## src/hw/rtl/misaligned_load_store_fixup_defines.svh

```systemverilog
// ---------------------------------------------------------------------------
// Misaligned load/store fixup: assertion macros
// Shared concurrent assertion forms used by the fixup RTL.
// ---------------------------------------------------------------------------
`ifndef MISALIGNED_LOAD_STORE_FIXUP_DEFINES_SVH
`define MISALIGNED_LOAD_STORE_FIXUP_DEFINES_SVH

// Same-cycle implication, checked outside reset.
`define MLSF_ASSERT_IMPL(label, clk, rst, ante, cons, msg) \
  label: assert property (@(posedge clk) disable iff (rst) (ante) |-> (cons)) \
    else $error(msg);

// Next-cycle implication, checked outside reset.
`define MLSF_ASSERT_NEXT(label, clk, rst, ante, cons, msg) \
  label: assert property (@(posedge clk) disable iff (rst) (ante) |=> (cons)) \
    else $error(msg);

`endif

```

## src/hw/rtl/mlsf_pkg.sv

```systemverilog
// ---------------------------------------------------------------------------
// Misaligned load/store fixup package
// Opcode table, flag codes, status codes and payload structs.
// ---------------------------------------------------------------------------
package mlsf_pkg;

  localparam int unsigned OP_LSB   = 10;
  localparam int unsigned OP_W     = 7;
  localparam int unsigned REG_W    = 5;
  localparam int unsigned TGT_LSB  = 5;
  localparam int unsigned BITS_W   = 17;
  localparam int unsigned LEN_W    = 4;

  // Opcode flag bits
  localparam logic [7:0] FL_LD   = 8'h01;
  localparam logic [7:0] FL_ST   = 8'h02;
  localparam logic [7:0] FL_SE   = 8'h04;
  localparam logic [7:0] FL_F    = 8'h08;
  localparam logic [7:0] FL_U    = 8'h10;
  localparam logic [7:0] FL_M    = 8'h20;
  localparam logic [7:0] FL_S    = 8'h40;
  localparam logic [7:0] FL_HARD = 8'h80;

  // Handled operation kinds (flags without the update bit)
  localparam logic [7:0] K_LD    = FL_LD;
  localparam logic [7:0] K_LD_SE = FL_LD | FL_SE;
  localparam logic [7:0] K_LD_SW = FL_LD | FL_S;
  localparam logic [7:0] K_ST    = FL_ST;
  localparam logic [7:0] K_ST_SW = FL_ST | FL_S;
  localparam logic [7:0] K_LD_FP = FL_LD | FL_F;
  localparam logic [7:0] K_ST_FP = FL_ST | FL_F;

  localparam logic [LEN_W-1:0] LEN_HALF = 4'd2;
  localparam logic [LEN_W-1:0] LEN_WORD = 4'd4;
  localparam logic [LEN_W-1:0] LEN_DBL  = 4'd8;
  localparam logic [LEN_W-1:0] LEN_NONE = 4'd0;

  typedef enum logic [1:0] {
    ST_NOT_HANDLED = 2'd0,
    ST_EMULATED    = 2'd1,
    ST_FAULT       = 2'd2
  } status_t;

  typedef struct packed {
    logic [LEN_W-1:0] len;
    logic [7:0]       flags;
  } op_entry_t;

  typedef struct packed {
    logic [BITS_W-1:0] fault_bits;
    logic [31:0]       fault_address;
    logic [31:0]       source_gpr;
    logic [63:0]       source_fpr;
    logic [63:0]       read_bytes;
    logic              access_fault;
  } fault_item_t;

  typedef struct packed {
    status_t          status;
    logic             gpr_write;
    logic [REG_W-1:0] target_index;
    logic [31:0]      gpr_data;
    logic             fpr_write;
    logic [63:0]      fpr_data;
    logic             mem_write;
    logic [LEN_W-1:0] access_length;
    logic [63:0]      store_bytes;
    logic             update_write;
    logic [REG_W-1:0] update_index;
    logic [31:0]      update_value;
  } fixup_result_t;

  // Fixed opcode table: length and flags per primary opcode slot.
  function automatic op_entry_t op_decode(input logic [OP_W-1:0] op);
    op_entry_t e;
    e = '{len: LEN_NONE, flags: 8'h00};
    case (op)
      7'd0:   e = '{len: LEN_WORD, flags: 8'h01};
      7'd2:   e = '{len: LEN_WORD, flags: 8'h02};
      7'd4:   e = '{len: LEN_HALF, flags: 8'h01};
      7'd5:   e = '{len: LEN_HALF, flags: 8'h05};
      7'd6:   e = '{len: LEN_HALF, flags: 8'h02};
      7'd7:   e = '{len: LEN_WORD, flags: 8'h21};
      7'd8:   e = '{len: LEN_WORD, flags: 8'h49};
      7'd9:   e = '{len: LEN_DBL,  flags: 8'h09};
      7'd10:  e = '{len: LEN_WORD, flags: 8'h4a};
      7'd11:  e = '{len: LEN_DBL,  flags: 8'h0a};
      7'd16:  e = '{len: LEN_WORD, flags: 8'h11};
      7'd18:  e = '{len: LEN_WORD, flags: 8'h12};
      7'd20:  e = '{len: LEN_HALF, flags: 8'h11};
      7'd21:  e = '{len: LEN_HALF, flags: 8'h15};
      7'd22:  e = '{len: LEN_HALF, flags: 8'h12};
      7'd23:  e = '{len: LEN_WORD, flags: 8'h22};
      7'd24:  e = '{len: LEN_WORD, flags: 8'h59};
      7'd25:  e = '{len: LEN_DBL,  flags: 8'h19};
      7'd26:  e = '{len: LEN_WORD, flags: 8'h5a};
      7'd27:  e = '{len: LEN_DBL,  flags: 8'h1a};
      7'd40:  e = '{len: LEN_NONE, flags: 8'h81};
      7'd41:  e = '{len: LEN_NONE, flags: 8'h81};
      7'd42:  e = '{len: LEN_NONE, flags: 8'h82};
      7'd43:  e = '{len: LEN_NONE, flags: 8'h82};
      7'd66:  e = '{len: LEN_NONE, flags: 8'h82};
      7'd72:  e = '{len: LEN_WORD, flags: 8'h41};
      7'd74:  e = '{len: LEN_WORD, flags: 8'h42};
      7'd76:  e = '{len: LEN_HALF, flags: 8'h41};
      7'd78:  e = '{len: LEN_HALF, flags: 8'h42};
      7'd95:  e = '{len: LEN_NONE, flags: 8'h82};
      7'd96:  e = '{len: LEN_WORD, flags: 8'h01};
      7'd98:  e = '{len: LEN_WORD, flags: 8'h02};
      7'd100: e = '{len: LEN_HALF, flags: 8'h01};
      7'd101: e = '{len: LEN_HALF, flags: 8'h05};
      7'd102: e = '{len: LEN_HALF, flags: 8'h02};
      7'd104: e = '{len: LEN_WORD, flags: 8'h49};
      7'd105: e = '{len: LEN_DBL,  flags: 8'h09};
      7'd106: e = '{len: LEN_WORD, flags: 8'h4a};
      7'd107: e = '{len: LEN_DBL,  flags: 8'h0a};
      7'd112: e = '{len: LEN_WORD, flags: 8'h11};
      7'd114: e = '{len: LEN_WORD, flags: 8'h12};
      7'd116: e = '{len: LEN_HALF, flags: 8'h11};
      7'd117: e = '{len: LEN_HALF, flags: 8'h15};
      7'd118: e = '{len: LEN_HALF, flags: 8'h12};
      7'd120: e = '{len: LEN_WORD, flags: 8'h59};
      7'd121: e = '{len: LEN_DBL,  flags: 8'h19};
      7'd122: e = '{len: LEN_WORD, flags: 8'h5a};
      7'd123: e = '{len: LEN_DBL,  flags: 8'h1a};
      default: e = '{len: LEN_NONE, flags: 8'h00};
    endcase
    return e;
  endfunction

endpackage

```

## src/hw/rtl/mlsf_fault_if.sv

```systemverilog
// ---------------------------------------------------------------------------
// Fault channel interface
// Valid/ready channel carrying one alignment fault.
// ---------------------------------------------------------------------------
interface mlsf_fault_if;
  logic        valid;
  logic        ready;
  logic [16:0] fault_bits;
  logic [31:0] fault_address;
  logic [31:0] source_gpr;
  logic [63:0] source_fpr;
  logic [63:0] read_bytes;
  logic        access_fault;

  modport source (
    output valid, fault_bits, fault_address, source_gpr, source_fpr,
           read_bytes, access_fault,
    input  ready
  );

  modport sink (
    input  valid, fault_bits, fault_address, source_gpr, source_fpr,
           read_bytes, access_fault,
    output ready
  );
endinterface

```

## src/hw/rtl/mlsf_fixup_if.sv

```systemverilog
// ---------------------------------------------------------------------------
// Fixup result channel interface
// Valid/ready channel carrying one emulation result.
// ---------------------------------------------------------------------------
interface mlsf_fixup_if;
  logic        valid;
  logic        ready;
  logic [1:0]  status;
  logic        gpr_write;
  logic [4:0]  target_index;
  logic [31:0] gpr_data;
  logic        fpr_write;
  logic [63:0] fpr_data;
  logic        mem_write;
  logic [3:0]  access_length;
  logic [63:0] store_bytes;
  logic        update_write;
  logic [4:0]  update_index;
  logic [31:0] update_value;

  modport source (
    output valid, status, gpr_write, target_index, gpr_data, fpr_write,
           fpr_data, mem_write, access_length, store_bytes, update_write,
           update_index, update_value,
    input  ready
  );

  modport sink (
    input  valid, status, gpr_write, target_index, gpr_data, fpr_write,
           fpr_data, mem_write, access_length, store_bytes, update_write,
           update_index, update_value,
    output ready
  );
endinterface

```

## src/hw/rtl/misaligned_load_store_fixup.sv

```systemverilog
// ---------------------------------------------------------------------------
// Misaligned load/store fixup
// Emulates one misaligned load or store per alignment fault.
// ---------------------------------------------------------------------------
//
//   channel  | modport | carries
//   ---------+---------+---------------------------------------------------
//   fault    | sink    | instruction bits, address, sources, read bytes
//   fixup    | source  | status, register / memory / base-update writes
//
// One transfer per cycle in each direction when neither side stalls.
// Path: fault input register, then result register.
// The core between them is a table lookup plus byte steering.
// rst (synchronous) clears both valid flags; payload registers are not reset.
// A stall on fixup holds the result; fault stays ready while a stage is free.
//
`include "misaligned_load_store_fixup_defines.svh"

module misaligned_load_store_fixup (
  input  logic         clk,
  input  logic         rst,
  mlsf_fault_if.sink   fault,
  mlsf_fixup_if.source fixup
);

  // Input stage
  logic                    in_valid;
  mlsf_pkg::fault_item_t   in_item;
  logic                    in_ready;

  // Result stage
  logic                    res_valid;
  mlsf_pkg::fixup_result_t res;
  logic                    res_ready;

  mlsf_pkg::fixup_result_t res_next;

  // A stage may load when empty or when its content leaves this cycle
  assign res_ready   = !res_valid || fixup.ready;
  assign in_ready    = !in_valid || res_ready;
  assign fault.ready = in_ready;

  always_ff @(posedge clk) begin
    if (rst) begin
      in_valid <= 1'b0;
    end else if (in_ready) begin
      in_valid <= fault.valid;
    end
  end

  // Capture the fault on each transfer
  always_ff @(posedge clk) begin
    if (fault.valid && in_ready) begin
      in_item <= '{fault_bits:    fault.fault_bits,
                   fault_address: fault.fault_address,
                   source_gpr:    fault.source_gpr,
                   source_fpr:    fault.source_fpr,
                   read_bytes:    fault.read_bytes,
                   access_fault:  fault.access_fault};
    end
  end

  mlsf_core u_core (
    .item   (in_item),
    .result (res_next)
  );

  always_ff @(posedge clk) begin
    if (rst) begin
      res_valid <= 1'b0;
    end else if (res_ready) begin
      res_valid <= in_valid;
    end
  end

  // Advance the decoded result when the result stage is free
  always_ff @(posedge clk) begin
    if (in_valid && res_ready) begin
      res <= res_next;
    end
  end

  assign fixup.valid         = res_valid;
  assign fixup.status        = res.status;
  assign fixup.gpr_write     = res.gpr_write;
  assign fixup.target_index  = res.target_index;
  assign fixup.gpr_data      = res.gpr_data;
  assign fixup.fpr_write     = res.fpr_write;
  assign fixup.fpr_data      = res.fpr_data;
  assign fixup.mem_write     = res.mem_write;
  assign fixup.access_length = res.access_length;
  assign fixup.store_bytes   = res.store_bytes;
  assign fixup.update_write  = res.update_write;
  assign fixup.update_index  = res.update_index;
  assign fixup.update_value  = res.update_value;

  // A result that is not emulated must carry no write of any kind
  `MLSF_ASSERT_IMPL(a_no_write_unless_emulated, clk, rst,
    res_valid && (res.status != mlsf_pkg::ST_EMULATED),
    !res.gpr_write && !res.fpr_write && !res.mem_write && !res.update_write,
    "write flag set on a result that was not emulated")

  // At most one destination per fault: general register, float register or memory
  `MLSF_ASSERT_IMPL(a_single_destination, clk, rst,
    res_valid, $onehot0({res.gpr_write, res.fpr_write, res.mem_write}),
    "more than one destination written for one fault")

  // Every emulated result writes somewhere
  `MLSF_ASSERT_IMPL(a_emulated_has_write, clk, rst,
    res_valid && (res.status == mlsf_pkg::ST_EMULATED),
    res.gpr_write || res.fpr_write || res.mem_write,
    "emulated result without a register or memory write")

  // A decoded item that may advance shows up on the result side next cycle
  `MLSF_ASSERT_NEXT(a_item_advances, clk, rst,
    in_valid && res_ready, res_valid,
    "decoded fault lost between input and result stage")

endmodule

```

## src/hw/rtl/mlsf_core.sv

```systemverilog
// ---------------------------------------------------------------------------
// Fixup core
// Opcode decode, load extension, byte reversal and store steering.
// ---------------------------------------------------------------------------
module mlsf_core (
  input  mlsf_pkg::fault_item_t   item,
  output mlsf_pkg::fixup_result_t result
);

  logic [mlsf_pkg::OP_W-1:0] op;
  mlsf_pkg::op_entry_t       entry;
  logic [7:0]                kind;
  logic                      handled;
  logic                      is_half;
  logic [31:0]               rd_masked;
  logic [31:0]               rd_swapped;
  logic [31:0]               gpr_masked;
  logic [31:0]               gpr_swapped;

  assign op    = item.fault_bits[mlsf_pkg::OP_LSB +: mlsf_pkg::OP_W];
  assign entry = mlsf_pkg::op_decode(op);
  assign kind  = entry.flags & ~mlsf_pkg::FL_U;

  assign handled = (entry.len != mlsf_pkg::LEN_NONE) &&
                   (kind inside {mlsf_pkg::K_LD, mlsf_pkg::K_LD_SE, mlsf_pkg::K_LD_SW,
                                 mlsf_pkg::K_ST, mlsf_pkg::K_ST_SW, mlsf_pkg::K_LD_FP,
                                 mlsf_pkg::K_ST_FP});

  assign is_half = (entry.len == mlsf_pkg::LEN_HALF);

  // Trim to the operand length, then reverse bytes within that length
  assign rd_masked   = is_half ? {16'h0000, item.read_bytes[15:0]} : item.read_bytes[31:0];
  assign rd_swapped  = is_half ? {16'h0000, item.read_bytes[7:0], item.read_bytes[15:8]}
                               : {item.read_bytes[7:0],   item.read_bytes[15:8],
                                  item.read_bytes[23:16], item.read_bytes[31:24]};
  assign gpr_masked  = is_half ? {16'h0000, item.source_gpr[15:0]} : item.source_gpr;
  assign gpr_swapped = is_half ? {16'h0000, item.source_gpr[7:0], item.source_gpr[15:8]}
                               : {item.source_gpr[7:0],   item.source_gpr[15:8],
                                  item.source_gpr[23:16], item.source_gpr[31:24]};

  always_comb begin
    result               = '0;
    result.status        = mlsf_pkg::ST_NOT_HANDLED;
    result.target_index  = item.fault_bits[mlsf_pkg::TGT_LSB +: mlsf_pkg::REG_W];
    result.access_length = entry.len;
    if (handled && item.access_fault) begin
      result.status = mlsf_pkg::ST_FAULT;
    end else if (handled) begin
      result.status = mlsf_pkg::ST_EMULATED;
      case (kind)
        mlsf_pkg::K_LD_SE: begin
          result.gpr_data  = {{16{item.read_bytes[15]}}, item.read_bytes[15:0]};
          result.gpr_write = 1'b1;
        end
        mlsf_pkg::K_LD: begin
          result.gpr_data  = rd_masked;
          result.gpr_write = 1'b1;
        end
        mlsf_pkg::K_LD_SW: begin
          result.gpr_data  = rd_swapped;
          result.gpr_write = 1'b1;
        end
        mlsf_pkg::K_ST: begin
          result.store_bytes = {32'h0, gpr_masked};
          result.mem_write   = 1'b1;
        end
        mlsf_pkg::K_ST_SW: begin
          result.store_bytes = {32'h0, gpr_swapped};
          result.mem_write   = 1'b1;
        end
        mlsf_pkg::K_LD_FP: begin
          result.fpr_data  = item.read_bytes;
          result.fpr_write = 1'b1;
        end
        mlsf_pkg::K_ST_FP: begin
          result.store_bytes = item.source_fpr;
          result.mem_write   = 1'b1;
        end
        default: begin
          result.mem_write = 1'b0;
        end
      endcase
      if ((entry.flags & mlsf_pkg::FL_U) != 8'h00) begin
        result.update_write = 1'b1;
        result.update_index = item.fault_bits[mlsf_pkg::REG_W-1:0];
        result.update_value = item.fault_address;
      end
    end
  end

endmodule
```

## src/flat_wrapper.sv

```systemverilog
// flat-port wrapper written by rule: the top's interface ports become plain ports
module misaligned_load_store_fixup_flat 
  (clk, rst, fault_valid, fault_fault_bits, fault_fault_address, fault_source_gpr, fault_source_fpr, fault_read_bytes, fault_access_fault, fault_ready, fixup_valid, fixup_status, fixup_gpr_write, fixup_target_index, fixup_gpr_data, fixup_fpr_write, fixup_fpr_data, fixup_mem_write, fixup_access_length, fixup_store_bytes, fixup_update_write, fixup_update_index, fixup_update_value, fixup_ready);
  mlsf_fault_if fault_i ();
  mlsf_fixup_if fixup_i ();
  input  logic clk;
  input  logic rst;
  input wire logic [$bits(fault_i.valid)-1:0] fault_valid;
  input wire logic [$bits(fault_i.fault_bits)-1:0] fault_fault_bits;
  input wire logic [$bits(fault_i.fault_address)-1:0] fault_fault_address;
  input wire logic [$bits(fault_i.source_gpr)-1:0] fault_source_gpr;
  input wire logic [$bits(fault_i.source_fpr)-1:0] fault_source_fpr;
  input wire logic [$bits(fault_i.read_bytes)-1:0] fault_read_bytes;
  input wire logic [$bits(fault_i.access_fault)-1:0] fault_access_fault;
  output wire logic [$bits(fault_i.ready)-1:0] fault_ready;
  output wire logic [$bits(fixup_i.valid)-1:0] fixup_valid;
  output wire logic [$bits(fixup_i.status)-1:0] fixup_status;
  output wire logic [$bits(fixup_i.gpr_write)-1:0] fixup_gpr_write;
  output wire logic [$bits(fixup_i.target_index)-1:0] fixup_target_index;
  output wire logic [$bits(fixup_i.gpr_data)-1:0] fixup_gpr_data;
  output wire logic [$bits(fixup_i.fpr_write)-1:0] fixup_fpr_write;
  output wire logic [$bits(fixup_i.fpr_data)-1:0] fixup_fpr_data;
  output wire logic [$bits(fixup_i.mem_write)-1:0] fixup_mem_write;
  output wire logic [$bits(fixup_i.access_length)-1:0] fixup_access_length;
  output wire logic [$bits(fixup_i.store_bytes)-1:0] fixup_store_bytes;
  output wire logic [$bits(fixup_i.update_write)-1:0] fixup_update_write;
  output wire logic [$bits(fixup_i.update_index)-1:0] fixup_update_index;
  output wire logic [$bits(fixup_i.update_value)-1:0] fixup_update_value;
  input wire logic [$bits(fixup_i.ready)-1:0] fixup_ready;
  assign fault_i.valid = fault_valid;
  assign fault_i.fault_bits = fault_fault_bits;
  assign fault_i.fault_address = fault_fault_address;
  assign fault_i.source_gpr = fault_source_gpr;
  assign fault_i.source_fpr = fault_source_fpr;
  assign fault_i.read_bytes = fault_read_bytes;
  assign fault_i.access_fault = fault_access_fault;
  assign fault_ready = fault_i.ready;
  assign fixup_valid = fixup_i.valid;
  assign fixup_status = fixup_i.status;
  assign fixup_gpr_write = fixup_i.gpr_write;
  assign fixup_target_index = fixup_i.target_index;
  assign fixup_gpr_data = fixup_i.gpr_data;
  assign fixup_fpr_write = fixup_i.fpr_write;
  assign fixup_fpr_data = fixup_i.fpr_data;
  assign fixup_mem_write = fixup_i.mem_write;
  assign fixup_access_length = fixup_i.access_length;
  assign fixup_store_bytes = fixup_i.store_bytes;
  assign fixup_update_write = fixup_i.update_write;
  assign fixup_update_index = fixup_i.update_index;
  assign fixup_update_value = fixup_i.update_value;
  assign fixup_i.ready = fixup_ready;
  misaligned_load_store_fixup u_core (.clk(clk), .rst(rst), .fault(fault_i), .fixup(fixup_i));
endmodule
```

## config.mk

```make
export PLATFORM = sky130hd
export DESIGN_NAME = misaligned_load_store_fixup_flat
export DESIGN_NICKNAME = d
export VERILOG_FILES = /design/src/hw/rtl/mlsf_pkg.sv /design/src/hw/rtl/mlsf_fault_if.sv /design/src/hw/rtl/mlsf_fixup_if.sv /design/src/hw/rtl/misaligned_load_store_fixup.sv /design/src/hw/rtl/mlsf_core.sv /design/src/flat_wrapper.sv
export VERILOG_INCLUDE_DIRS = /design/src /design/src/hw/rtl
export SDC_FILE = /design/constraint.sdc
export NUM_CORES = 1
export LEC_CHECK = 0
export ABC_AREA = 1
export BUFFER_PORTS_ARGS = -buffer_cell sky130_fd_sc_hd__buf_2
export CAP_MARGIN = 20
export CORE_UTILIZATION = 59
export CTS_BUF_LIST = sky130_fd_sc_hd__clkbuf_8
export DETAILED_ROUTE_END_ITERATION = 8
export GPL_TIMING_DRIVEN = 1
export PLACE_DENSITY = 0.88
export SETUP_SLACK_MARGIN = 0.1
export SKIP_LAST_GASP = 1
export SYNTH_ARGS = -nofsm -noshare
export SYNTH_HDL_FRONTEND = slang
export SYNTH_SLANG_ARGS = --single-unit
export TNS_END_PERCENT = 100
```

## constraint.sdc

```tcl
create_clock -name clk -period 36 [get_ports clk]
set_input_delay 3.6 -clock clk [delete_from_list [all_inputs] [get_ports clk]]
set_output_delay 3.6 -clock clk [all_outputs]
set_load 0.03 [all_outputs]
```

== Word-level counts from Yosys, hierarchy flattened ==
Memory sizes are Yosys's and may differ from the RTL's. A register that Yosys moved wholly into a read port is not among the register bits.
Index checks and enable logic that the tools add are counted.
Storage, ports and cells
  output and inout port bits: 214
  bits of input ports: 214
  memories: 1
  bits in registers: 424
  ROM bits: 1408
Memories
  (name not given): depth 128, bits a word 11, read ports 1, clocked after Yosys merged registers in 1, write ports 0, line mlsf_pkg.sv:77  | case (op)
Cells by class
  mux-type cells: 12
  eq/ne operators: 8
  bitwise operators: 3
  reduce and logical (&&, ||, !) cells: 15
Operator list (count)
  $pmux 64 s3: 1
  $mux 32: 4
  $pmux 32 s3: 1
  $mux 65: 1
  $mux 38: 1
  $eq 7x4->1 const B: 2
  $eq 7x6->1 const B: 2
  $reduce_or 3->1: 4
  $eq 7x1->1 const B: 1
  $eq 7x2->1 const B: 1
  $eq 7x3->1 const B: 1
  $mux 7: 1
  $reduce_bool 7->1: 1
  $eq 4x2->1 const B: 1
  $logic_and 1x1->1: 4
  $reduce_bool 4->1: 1
  $not 1->1: 3
  $logic_not 1->1: 2
  $logic_or 1x1->1: 2
  $mux 1: 2
  $mux 2: 1
  $reduce_or 2->1: 1

== Depth between registers and ports, before layout ==
  word-level depth: 5
  gate-level depth with buffers: 12

== Modules after synthesis ==
From an unflattened synthesis, not the netlist that was laid out.
Second synthesis, totals
  cell total of the unflattened synthesis: 1252
  area total of the unflattened synthesis: 16437.0 µm²
By module, submodules not included
  misaligned_load_store_fixup: area each 12763.5 µm², sequential area each 12712.2 µm², cells an instance 434, times used 1
  mlsf_core: area each 3673.5 µm², sequential area each 0.0 µm², cells an instance 818, times used 1

== Worst setup path after synthesis ==
OpenSTA, ideal clock, no wires.
  kind: in2reg
  from: in fixup_ready
  to: reg u_core.res, in the netlist u_core.fixup.access_length[1] (enable)
  arrival time: 13.751 ns
  path slack: 21.396 ns
  cell stages on the path: 2
  library setup time: 0.852 ns
  path buffers: 0
  cells stage by stage: inv_1 -> a21oi_1
On the way
  cells in the longest elaborated chain, start to end: 2
Ends and longest elaborated chain
  start, declared: line flat_wrapper.sv:29  | input wire logic [$bits(fixup_i.ready)-1:0] fixup_ready;
  $logic_or 1x1->1: line misaligned_load_store_fixup.sv:39  | assign res_ready = !res_valid || fixup.ready;
  $logic_and 1x1->1: line misaligned_load_store_fixup.sv:78  | if (in_valid && res_ready) begin
  end signal, assigned: line misaligned_load_store_fixup.sv:79  | res <= res_next;
  end, declared: line misaligned_load_store_fixup.sv:33  | mlsf_pkg::fixup_result_t res;
Every way passes these cells.
A chain may end at the register's enable or synchronous reset.

== Final worst setup path ==
  from: in fixup_ready
  to: out fault_ready
On the way
  cells in the longest elaborated chain, start to end: 2
Ends and longest elaborated chain
  $logic_or 1x1->1: line misaligned_load_store_fixup.sv:39
  $logic_or 1x1->1: line misaligned_load_store_fixup.sv:40  | assign in_ready = !in_valid || res_ready;
  end, declared: line flat_wrapper.sv:15  | output wire logic [$bits(fault_i.ready)-1:0] fault_ready;
Every way passes these cells.

==> results.txt <==
status: finished, final reports clean
Die Ht: 168 µm
total CTS buffers: 70
fmax: 124 MHz
synthesized area: 16300 µm²
vias in the first global route: 10900
Worst EP required: 32400 ps
sequential share of the synthesized area: 79.4%
Mean Syn Cell Area: 13.7 µm²
vias per inst: 5.39
setup repair bufs after CTS: 0
pin count of the biggest net entering global routing: 143
Die X: 168 µm
Clk pwr share: 36.8%
Routed WL: 39600 µm
Crit Path Class: in -> out
critical path, cell by cell: buf_2 > inv_1 > nand3_1 > buf_2
CTS Hold Buffers Added: 0
pre-CTS setup slack: 27940 ps
critical path peak fanout: 14
Sw Share: 24.1%
WL/cell: 19.4 µm
Layout Cells excl Fill: 2041
ANT nets after route: 0
Hold Path Depth: 0
fin crit share: 22.4%
Worst setup SP type: primary input
All-Layer GR Usage: 27.6%
Multi-input gate area: 2550 µm²
P_sw: 252 µW
Pleak: 0.00861 µW
pin slew with the least headroom to its limit: 1110 ps
Core ar.: 27000 µm²
Initial DRC Count: 1072
post-cts sizing count: 0
Seq. cell area: 12900 µm²
Setup Total Neg Slack: 0 ps
largest vdd supply drop: 35.7 µV
Setup violations, final: 0
Worst Skew: 35.0 ps
Clk Latency, worst-skew pair: 580 ps
minimum clock period: 8080 ps
RSZ-0062 raised after global routing: no
CTS Buffer Depth: 3
Sink Count: 434
Slew Viols, Final: 0
final worst slack: 27920 ps
DP Cell Count: 1915
DRT Pass-1 Iters: 5
first-pass GRT wire length: 58100 µm
clock root buffer: clkbuf_8
Syn Inst Count: 1188
type of the worst min-delay path: reg -> reg
headroom to the max-slew limit: 26.2%
reg-to-reg slack, setup: 32380 ps
die area: 28200 µm²
Port Buf Inserts: 426
CTS tree: done
number of max-cap violations: 0
DRC viols: 0
GR Overflow Total: 0
CP max-delay cell: nand3_1
PwrDens: 52.6 nW/µm²
Layout Nets: 1862
Starting Density: 60.3%
RD Place Congestion: 0.881
worst reg2reg path depth: 8
initial antenna violation count: 6
Synth cell types: 31
fraction of layout cells with a size suffix above 1: 33.0%
internal power: 796 µW
CP most frequent cell: buf_2
crit end category: primary output
Flop pwr share: 55.9%
synth top area cells: edfxtp_1 78%, nor2_1 4.9%, inv_1 3.4%
post-synth top area cell: edfxtp_1
Clock transition at path regs: 60 ps
Combinational Power Share: 7.3%
Fillers: 1629
site row count: 60
Area Overhead vs Synth: 22.7%
dpl hpwl: 26100 µm
Seq cells post-synth: 434
I/O pins: 428
Design Power: 1050 µW
worst path arrival time: 4480 ps
YS warnings: 0
overall via count from detail_route: 11000
post-synth top area share: 77.8%
syn nets: 1402
htree depth: 3
final hold violation count: 0
crit-path max cell delay: 350 ps
kinds of logic (layout without fill, tap and decap cells):
| logic type | count (synthesis) | in the layout | share of synthesized area [%] |
|---|---|---|---|
| AO/OA/AOI/OAI | 134 | 134 | 4.77 |
| buffers and inverters | 199 | 707 | 5.11 |
| flip-flops | 434 | 434 | 79.4 |
| AND/OR/NAND/NOR | 420 | 420 | 10.7 |
| other | 1 | 5 | 0.0231 |
registers in the layout, indices dropped and copies added, names as in the netlist, 2 cells and up:
name and cells:
u_core.fixup.fpr_data 64, u_core.in_item 210, u_core.fixup.store_bytes 64, u_core.fixup.target_index 5, u_core.fixup.update_value 32, u_core.fixup.gpr_data 32, u_core.u_core.entry 11, u_core.fixup.status 2
u_core.fixup.update_index 5, u_core.fixup.access_length 3
cell usage in the layout (no fill, tap or decap), types with 10 or more instances in the layout:
cell | synthesis | layout
a21oi_1 | 50 | 49
clkinv_2 | 0 | 10
buf_2 | 13 | 426
edfxtp_1 | 421 | 421
nand2_1 | 138 | 137
nor2_2 | 20 | 20
nor2_1 | 214 | 214
dfxtp_1 | 13 | 13
clkbuf_8 | 0 | 73
nand3_1 | 24 | 23
o21ai_0 | 38 | 38
o22ai_1 | 16 | 16
a22oi_1 | 21 | 21
clkinv_1 | 1 | 18
inv_1 | 148 | 160
metal layers:
layer	GRT usage, %	vias to the layer above	wire length [µm]
li1	-	5008	-
met1	31.0	5132	13700
met2	48.6	733	20200
met3	7.19	130	3820
met4	13.9	6	1800
met5	0	-	38
Yosys cell counts, drive strengths merged:
cell type  number
buf            25
o21ai          38
a21oi          50
edfxtp        421
o2bb2ai         7
nand2         141
clkbuf         23
nand4           3
o211ai          2
and2            1
nand3b          5
a22oi          21
inv           150
nand3          25
nor2          234
clkinv          1
conb            1
nor3            9
o22ai          16
nor3b           2
dfxtp          13
worst paths after layout:
path	to	start
worst min register to register	u_core.fixup.access_length[3]$_DFFE_PP_	u_core.u_core.entry[11]$_DFF_P_
worst min-delay path	u_core.fixup.access_length[3]$_DFFE_PP_	u_core.u_core.entry[11]$_DFF_P_
worst max-delay path	fault_ready	fixup_ready
worst max register to register	u_core.fixup.store_bytes[3]$_SDFFCE_PP0P_	u_core.u_core.entry[6]$_DFF_P_
critical path: cells and delay by family:
kind,cells,cell delay (ps)
buffers and inverters,3,530
AND/OR/NAND/NOR,1,350
layout make-up:
type,instances,area share (%)
Antenna cell,4,0.0502
Multi-Input combinational cell,555,12.8
Clock inverter,47,1.27
Clock buffer,73,5.04
Timing Repair Buffer,436,11.1
Sequential cell,434,64.7
Tap cell,341,2.14
Inverter,151,2.88
power groups by stage:
stage | clock [µW] | combinational [µW] | sequential [µW]
after floorplan | 0 | 34.0 | 613
after global placement | 0 | 72.9 | 595
after detailed placement | 0 | 75.4 | 596
after CTS | 391 | 76.0 | 586
after global routing | 411 | 82.7 | 587
final | 386 | 76.6 | 586
per-stage QoR:
step                      cell area, µm²  hold WS [ps]  utilization, %
after floorplan                    16300           400               -
after global placement             18600           400            69.2
after detailed placement           18600           416            69.2
after CTS                          19900           426            73.9
after global routing               19900           430            74.0
final                              19900           429            74.0
(Power assumes the default switching activity.)
